<file path="src/design/wcolf_pkg.sv">
`timescale 1ns / 1ps

package wcolf_pkg;

   localparam int TIME_W     = 63;
   localparam int OFFS_W     = 56;
   localparam int SLOPE_W    = 32;
   localparam int SPAN_W     = 32;
   localparam int CLAMP_W    = 31;
   localparam int IVL_W      = 32;
   localparam int HELD_W     = 7;
   localparam int CSR_IDX_W  = 2;
   localparam int CSR_DATA_W = 32;
   localparam int FRAC_W     = 40;
   localparam int PRESHIFT   = 9;
   localparam int MUL_W      = 32;

   localparam logic [CSR_IDX_W-1:0] CSR_MIN_SPAN  = 2'd0;
   localparam logic [CSR_IDX_W-1:0] CSR_MAX_SLOPE = 2'd1;
   localparam logic [CSR_IDX_W-1:0] CSR_RESAMPLE  = 2'd2;

   localparam logic [SPAN_W-1:0]  MIN_SPAN_RST  = 32'd3000000;
   localparam logic [CLAMP_W-1:0] MAX_SLOPE_RST = 31'd439804651;
   localparam logic [IVL_W-1:0]   RESAMPLE_RST  = 32'd500000;
   localparam logic [SLOPE_W-1:0] SLOPE_SAT     = 32'h8000_0000;

   typedef enum logic [4:0] {
      S_IDLE,
      S_P1,
      S_ADIV_LD,
      S_ADIV,
      S_P2_RD,
      S_P2_LOAD,
      S_P2_MUL,
      S_P2_DRAIN,
      S_COEF_LD,
      S_COEF,
      S_CHK,
      S_FITSEL,
      S_SLOPE_DIV,
      S_CLAMP,
      S_BASE_LD,
      S_BASE_DIV,
      S_OUT
   } state_type;

   typedef struct packed {
      logic       wr;
      logic       rd_en;
      logic       p1;
      logic       first;
      logic       adiv_ld;
      logic       anchor_ld;
      logic       dm_ld;
      logic       mul;
      logic [1:0] mul_k;
      logic       coef_ld;
      logic       coef_step;
      logic       chk;
      logic       fitsel;
      logic       slope_step;
      logic       clamp;
      logic       bdiv_ld;
      logic       out_ld;
   } cmd_type;

   typedef struct packed {
      logic div_busy;
      logic fit;
      logic big;
   } stat_type;

endpackage

</file>
<file path="src/design/wcolf_ctrl.sv">
`timescale 1ns / 1ps

module wcolf_ctrl #(
   parameter int NW   = 7,
   parameter int AW   = 7,
   parameter int CNTW = 7
) (
   input  logic                 clock,
   input  logic                 reset,
   input  logic                 req_valid,
   output logic                 req_ready,
   output logic                 rsp_valid,
   input  logic                 rsp_ready,
   input  logic [NW-1:0]        n,
   input  wcolf_pkg::stat_type  stat,
   output wcolf_pkg::cmd_type   cmd,
   output logic [AW-1:0]        rd_addr
);
   import wcolf_pkg::*;

   state_type       state_ff, state_in;
   logic [CNTW-1:0] cnt_ff, cnt_in;
   logic [1:0]      k_ff, k_in;
   logic            rsp_valid_ff, rsp_valid_in;
   logic [CNTW-1:0] n_c;
   logic [CNTW-1:0] cnt_p1;
   logic [CNTW:0]   cnt_p2;
   logic            last;
   logic            out_free;

   assign n_c      = CNTW'(n);
   assign cnt_p1   = cnt_ff + CNTW'(1);
   assign cnt_p2   = {1'b0, cnt_ff} + (CNTW + 1)'(2);
   assign last     = cnt_p1 == n_c;
   assign out_free = !rsp_valid_ff || rsp_ready;

   always_comb begin
      state_in = state_ff;
      cnt_in   = cnt_ff;
      k_in     = k_ff;
      unique case (state_ff)
         S_IDLE: begin
            if (req_valid) begin
               state_in = S_P1;
               cnt_in   = '0;
            end
         end
         S_P1: begin
            if (cnt_ff == n_c) begin
               state_in = S_ADIV_LD;
            end else begin
               cnt_in = cnt_p1;
            end
         end
         S_ADIV_LD: state_in = S_ADIV;
         S_ADIV: begin
            if (!stat.div_busy) begin
               state_in = S_P2_RD;
            end
         end
         S_P2_RD: state_in = S_P2_LOAD;
         S_P2_LOAD: begin
            state_in = S_P2_MUL;
            cnt_in   = '0;
            k_in     = '0;
         end
         S_P2_MUL: begin
            k_in = k_ff + 2'd1;
            if (k_ff == 2'd3) begin
               if (last) begin
                  state_in = S_P2_DRAIN;
               end else begin
                  cnt_in = cnt_p1;
               end
            end
         end
         S_P2_DRAIN: state_in = S_COEF_LD;
         S_COEF_LD: begin
            state_in = S_COEF;
            cnt_in   = '0;
         end
         S_COEF: begin
            if (cnt_ff == CNTW'(NW - 1)) begin
               state_in = S_CHK;
            end else begin
               cnt_in = cnt_p1;
            end
         end
         S_CHK: state_in = S_FITSEL;
         S_FITSEL: begin
            cnt_in = '0;
            if (!stat.fit) begin
               state_in = S_BASE_LD;
            end else if (stat.big) begin
               state_in = S_CLAMP;
            end else begin
               state_in = S_SLOPE_DIV;
            end
         end
         S_SLOPE_DIV: begin
            if (cnt_ff == CNTW'(FRAC_W - 1)) begin
               state_in = S_CLAMP;
            end else begin
               cnt_in = cnt_p1;
            end
         end
         S_CLAMP: state_in = S_BASE_LD;
         S_BASE_LD: state_in = S_BASE_DIV;
         S_BASE_DIV: begin
            if (!stat.div_busy) begin
               state_in = S_OUT;
            end
         end
         S_OUT: begin
            if (out_free) begin
               state_in = S_IDLE;
            end
         end
         default: state_in = S_IDLE;
      endcase
   end

   always_comb begin
      cmd       = '0;
      rd_addr   = '0;
      req_ready = state_ff == S_IDLE;
      unique case (state_ff)
         S_IDLE: cmd.wr = req_valid;
         S_P1: begin
            if (cnt_ff != n_c) begin
               cmd.rd_en = 1'b1;
               cmd.p1    = 1'b1;
               cmd.first = cnt_ff == '0;
               rd_addr   = cnt_ff[AW-1:0];
            end
         end
         S_ADIV_LD: cmd.adiv_ld = 1'b1;
         S_ADIV: cmd.anchor_ld = !stat.div_busy;
         S_P2_RD: begin
            cmd.rd_en = 1'b1;
            rd_addr   = '0;
         end
         S_P2_LOAD: begin
            cmd.dm_ld = 1'b1;
            if (n_c > CNTW'(1)) begin
               cmd.rd_en = 1'b1;
               rd_addr   = AW'(1);
            end
         end
         S_P2_MUL: begin
            cmd.mul   = 1'b1;
            cmd.mul_k = k_ff;
            if (k_ff == 2'd3 && !last) begin
               cmd.dm_ld = 1'b1;
               if (cnt_p2 < {1'b0, n_c}) begin
                  cmd.rd_en = 1'b1;
                  rd_addr   = cnt_p2[AW-1:0];
               end
            end
         end
         S_COEF_LD:   cmd.coef_ld = 1'b1;
         S_COEF:      cmd.coef_step = 1'b1;
         S_CHK:       cmd.chk = 1'b1;
         S_FITSEL:    cmd.fitsel = 1'b1;
         S_SLOPE_DIV: cmd.slope_step = 1'b1;
         S_CLAMP:     cmd.clamp = 1'b1;
         S_BASE_LD:   cmd.bdiv_ld = 1'b1;
         S_OUT:       cmd.out_ld = out_free;
         default: ;
      endcase
   end

   always_comb begin
      rsp_valid_in = rsp_valid_ff && !rsp_ready;
      if (state_ff == S_OUT && out_free) begin
         rsp_valid_in = 1'b1;
      end
   end

   always_ff @(posedge clock) begin
      if (reset) begin
         state_ff     <= S_IDLE;
         cnt_ff       <= '0;
         k_ff         <= '0;
         rsp_valid_ff <= 1'b0;
      end else begin
         state_ff     <= state_in;
         cnt_ff       <= cnt_in;
         k_ff         <= k_in;
         rsp_valid_ff <= rsp_valid_in;
      end
   end

   assign rsp_valid = rsp_valid_ff;
endmodule

</file>
<file path="config.mk">
export PLATFORM = sky130hd
export DESIGN_NAME = wcolf_ctrl
export DESIGN_NICKNAME = d
export VERILOG_FILES = /design/src/design/wcolf_pkg.sv /design/src/design/wcolf_ctrl.sv
export SDC_FILE = /design/constraint.sdc
export NUM_CORES = 1
export LEC_CHECK = 0
export BUFFER_PORTS_ARGS = -buffer_cell sky130_fd_sc_hd__buf_4
export CORE_ASPECT_RATIO = 0.6
export CORE_MARGIN = 4
export CORE_UTILIZATION = 40
export DETAILED_ROUTE_END_ITERATION = 12
export GPL_ROUTABILITY_DRIVEN = 0
export PLACE_DENSITY = 0.65
export SLEW_MARGIN = 20
export SYNTH_ARGS = -nofsm -noshare
export SYNTH_HDL_FRONTEND = slang
export SYNTH_SLANG_ARGS = --single-unit
</file>
<file path="constraint.sdc">
create_clock -name clock -period 7.3 [get_ports clock]
set_clock_uncertainty 0.2 [all_clocks]
set_input_delay 0.365 -clock clock [delete_from_list [all_inputs] [get_ports clock]]
set_output_delay 0.365 -clock clock [all_outputs]
set_load 0.1 [all_outputs]
</file>
---- Word level (Yosys, flattened, before mapping) ----
Cells that the tools add are included.
Widths: inputs -> output; s select.
cells by class
  add/sub/neg operators ................... 3
  magnitude comparators ................... 2
  eq/ne operators ......................... 35
  muxes and demuxes ....................... 46
  reductions and logical operators ........ 15
operators by type and width
  cell                 count
  $pmux 5 s17          1
  $mux 7               9
  $mux 5               9
  $pmux 7 s6           1
  $eq 5x4->1 const B   8
  $ne 2x2->1 const B   13
  $pmux 7 s3           1
  $eq 5x3->1 const B   4
  $mux 1               18
  $eq 7x7->1           2
  $eq 5x2->1 const B   2
  $reduce_and 9->1     1
  $add 7x2->8 const B  1
  $lt 8x7->1           1
  $add 7x1->7 const B  1
  $eq 7x3->1 const B   1
  $eq 7x6->1 const B   1
  $gt 7x1->1 const B   1
  $logic_not 7->1      1
  $ne 7x7->1           1
  $reduce_and 7->1     1
  $mux 3               2
  $reduce_bool 6->1    1
  $eq 5x1->1 const B   1
  other kinds (13)     19
word-level totals
  register bits after elaboration ......... 15
  input port bits ......................... 14
  output and inout bits ................... 27
  logic and storage cells ................. 105

---- Depth between registers and ports, before layout ----
  depth in word-level cells ............... 6
  gate-level depth with buffers ........... 9
  depth with buffers taken out ............ 9

---- Worst setup path before layout ----
OpenSTA, ideal clock, no wires.
  path kind ............................... reg-to-output
  start ................................... register state_ff[3]
  end ..................................... output port rd_addr[1]
  arrival ................................. 3.694 ns
  setup slack ............................. 3.041 ns
  cell stages (with the launch flop) ...... 8
  buffers on the path ..................... 1
  cell sequence ........................... dfxtp_1 > buf_2 > or2_1 > or3_1 > inv_1 > o211ai_2 > or2_1 > o21ai_1
between the ends
  longest elaborated chain between the ends .. 2
  elaborated cells on any way between the ends .. 4
ends and longest elaborated chain
  item                                      RTL line           RTL
  from (decl)                               wcolf_ctrl.sv:21   state_type state_ff, state_in;
  from (signal assigned)                    wcolf_ctrl.sv:187  state_ff <= state_in;
  $eq 5x3->1 or $eq 5x1->1 (tied branches)  wcolf_ctrl.sv:127  unique case (state_ff)
  $pmux 7 s3 (*)                            wcolf_ctrl.sv:127
  to (decl)                                 wcolf_ctrl.sv:17   output logic [AW-1:0] rd_addr
Mark *: on every way between the ends. The rest lies on a longest branch, timed or not.

---- Worst setup path after layout ----
  start ................................... register cnt_ff[2]
  end ..................................... output port rd_addr[1]
between the ends
  longest elaborated chain between the ends .. 6
  elaborated cells on any way between the ends .. 11
ends and longest elaborated chain
  item                                                 RTL line           RTL
  from (decl)                                          wcolf_ctrl.sv:22   logic [CNTW-1:0] cnt_ff, cnt_in;
  from (signal assigned)                               wcolf_ctrl.sv:188  cnt_ff <= cnt_in;
  branches (longest 5 deep; another with $add 7x2->8)  --
  $pmux 7 s3 (*)                                       wcolf_ctrl.sv:127
Every way passes the cells marked *.

==> metrics.txt <==
cell family with most CP delay=compound AO/OA/AOI/OAI gates; WS Path Type=reg2out; mux cell area share after synthesis=less than 1%; port bufs=40; final-report max-slew violation count=0; die area=5750 um2; via density per instance=5.73; Sw Share=a little under three fifths; P_int=roughly 0.0002 W; htree depth=1; Hold EP=cnt_ff[0]$_SDFFE_PP0P_; worst r2r src=cnt_ff[0]$_SDFFE_PP0P_; CP Launch Type=flop; vias in the first global route=1663; compound-cell area share of the yosys netlist=around 23%; Initial Util=between 40% and 50%; flop2flop setup slack=4.54 ns; Power Dens Cells=219 nW/um2; Synth Area in Adders=~9%; post-route minimum period=3.81 ns; Max Root-Sink Buffers=2; Worst Hold Slack=0.206 ns; crit path max fanout=12; total number of vias=about 1900; DRC=0; HPWL Detailed=~4.1 mm; Synth area leaders=dfxtp_1 (16%), ha_1 (8.9%), nor2_1 (6.0%); clock root cell=clkbuf_8; mapped cell area=~1800 um2; Initial DRC Count=220; largest family of logic cells by synthesized area=simple AND/OR/NAND/NOR gates; R2R Path End=cnt_ff[6]$_SDFFE_PP0P_; relative slew slack=59.5%; final worst setup slack=between 3 and 4 ns; Area Growth Syn to Fin=18.5%; WL final=5.27 mm; Placed Area=roughly 2100 um2; Worst Path Arrival=between 3 and 4 ns; Diodes inserted=0; clock group share of total power=between 10% and 20%; GRT Total Usage=19.0%; Main synth FF type=dfxtp_1; CTS tree=yes; Max Fclk=roughly 0.26 GHz; Top Ports=approximately 40; first-pass GRT wire length=between 8 and 9 mm; CTS buffer count=3; CP Cell Sequence=ha_1, nand3_1, xnor2_1, ha_1, a2111oi_0, o221ai_1, or2_1, o21ai_1, buf_4; Post-CTS Setup Bufs=0; Fin. Hold Viols=0; Setup-failing EPs final=0; HP Class=in2reg; number of flops mapped to enable cells by yosys=0; CTS resizes=0; outcome=finished, final reports clean; largest net degree at the start of global routing=19; Worst-path clk slew=around 0.060 ns; CP Capture Type=output port; NetSw=0.000270 W; Synth top area share=between 10% and 20%; Clock Latency Late Sink=0.25 ns; TNS Setup=0 ns; fraction of synthesis flops using an asynchronous set or reset pin=0%; worst path buffer plus inverter count=1; Die Span X=around 95 um; combinational power share=62.6%; crit-path max cell delay=0.60 ns; synthesized flop and latch total=15; layout cells sized above 1=between 20% and 30%; Core Rows=18; most frequent cell after synthesis=nor2_1; drt pass-1 iters=5; DR WL/cell=~16 um; Layout Nets=300; initial antenna violation count=0; simple-gate share of the synthesized area=a little over a third; Most Frequent Cell on Critical Path=ha_1; Cell Count, Final, Fillers Out=approximately 330; hold_buf cts=0; CP max-delay cell=dfxtp_1; share of power burned in registers=a little under a quarter; Post-synth top cells=nor2_1 (29), dfxtp_1 (15), inv_1 (15), ha_1 (13), nand2_1 (12); largest area contributor in the netlist=dfxtp_1; Seq/Total Area, Yosys=roughly 16%; post-route ant nets=0; grt total ovfl=0; Syn Nets=approximately 270; CP Data Required Time=approximately 6.7 ns; pre-CTS setup slack=3.84 ns; synth warn=0; Min-Delay Path Depth=2; Avg Cell Area, Syn=7.46 um2; RSZ-0062 raised after global routing=false; Synth Area in XOR/XNOR=8.08%; Max-cap violations=0; Placed Cells=328; Tcrit/Tclk final=roughly 52%; TritonCTS sink count=15; Lkg Pwr=0.940 nW; post-synthesis cell count=~250; number of distinct library cells after synthesis=55; Core Footprint=4260 um2; worst slew pin tran=0.604 ns; die height=slightly above 60 um; hold path startpoint=reset; worst-case reg-to-reg path depth=8; Worst VDD drop=roughly 150 uV; final instance area=between 2000 and 2500 um2
-- power by group through the flow --
| stage | clock (W) | sequential (W) | combinational, W |
|---|---|---|---|
| finish | 0.0000674 | 0.000110 | 0.000297 |
| global route | 0.0000744 | 0.000112 | 0.000319 |
| CTS | 0.0000690 | 0.000110 | 0.000297 |
| detailed placement | 0 | 0.000111 | 0.000295 |
| global placement | 0 | 0.000111 | 0.000297 |
| floorplan | 0 | 0.0000956 | 0.000247 |
-- cell families (layout without fill, tap and decap cells) --
kind of cell | after synthesis | count (layout)
multiplexers | 1 | 1
adder cells (fa/ha/maj) | 13 | 13
AND/OR/NAND/NOR | 110 | 110
AO/OA/AOI/OAI | 58 | 58
XOR/XNOR | 16 | 16
flip-flops | 15 | 15
buffers and inverters | 32 | 59
-- worst register-to-register path: stages, from the launching register on --
cell and delay, ns:
dfxtp_1 0.47, inv_1 0.17, ha_1 0.36, xor2_1 0.15, a211oi_1 0.24, nand4_1 0.29, nor3_4 0.36, or2_1 0.28
o31ai_1 0.11
-- worst max-delay path by stage --
stage                                  start          to  cells after the start
CTS                   cnt_ff[2]$_SDFFE_PP0P_  rd_addr[3]                      9
floorplan           state_ff[3]$_SDFFE_PP0P_  rd_addr[1]                      7
finish                cnt_ff[2]$_SDFFE_PP0P_  rd_addr[1]                      9
global placement      cnt_ff[2]$_SDFFE_PP0P_  rd_addr[3]                      9
detailed placement    cnt_ff[2]$_SDFFE_PP0P_  rd_addr[3]                      9
global route          cnt_ff[2]$_SDFFE_PP0P_  rd_addr[3]                      9
-- cells in the final DEF (no fill, tap or decap), types with 7 or more instances in the layout --
master,n
inv_1,15
o21ai_1,8
ha_1,13
dfxtp_1,15
nand2_1,12
nor4_1,7
nand3_1,8
nor2_1,29
nand2b_1,8
xor2_1,11
buf_4,40
a21oi_1,10
-- metal layers --
layer | GRT usage (%) | routed length (um) | up-vias
met5 | 0 | 0 | -
met4 | 2.46 | 9 | 0
met3 | 2.73 | 375 | 2
met2 | 25.2 | 2000 | 63
met1 | 32.0 | 2890 | 886
li1 | - | - | 951
-- layout make-up --
cell class	count	area (um2)
tap	60	75.1
timing repair buffer	40	300
clock inverter	1	5.00
multi-input combinational	198	1390
fill	431	2090
clock buffer	3	41.3
inverter	15	56.3
sequential	15	300
-- stage by stage --
stage / power (W) / utilization, %
6_report: 0.000475 / 50.9
3_3_place_gp: 0.000408 / 49.8
3_5_place_dp: 0.000407 / 49.8
4_1_cts: 0.000476 / 50.9
2_1_floorplan: 0.000343 / -
5_1_grt: 0.000506 / 50.9
-- flip-flops by register name, indices dropped and copies added (netlist names) --
signal	flops
cnt_ff	7
rsp_valid	1
k_ff	2
state_ff	5
Power figures use the tool's default switching activity.
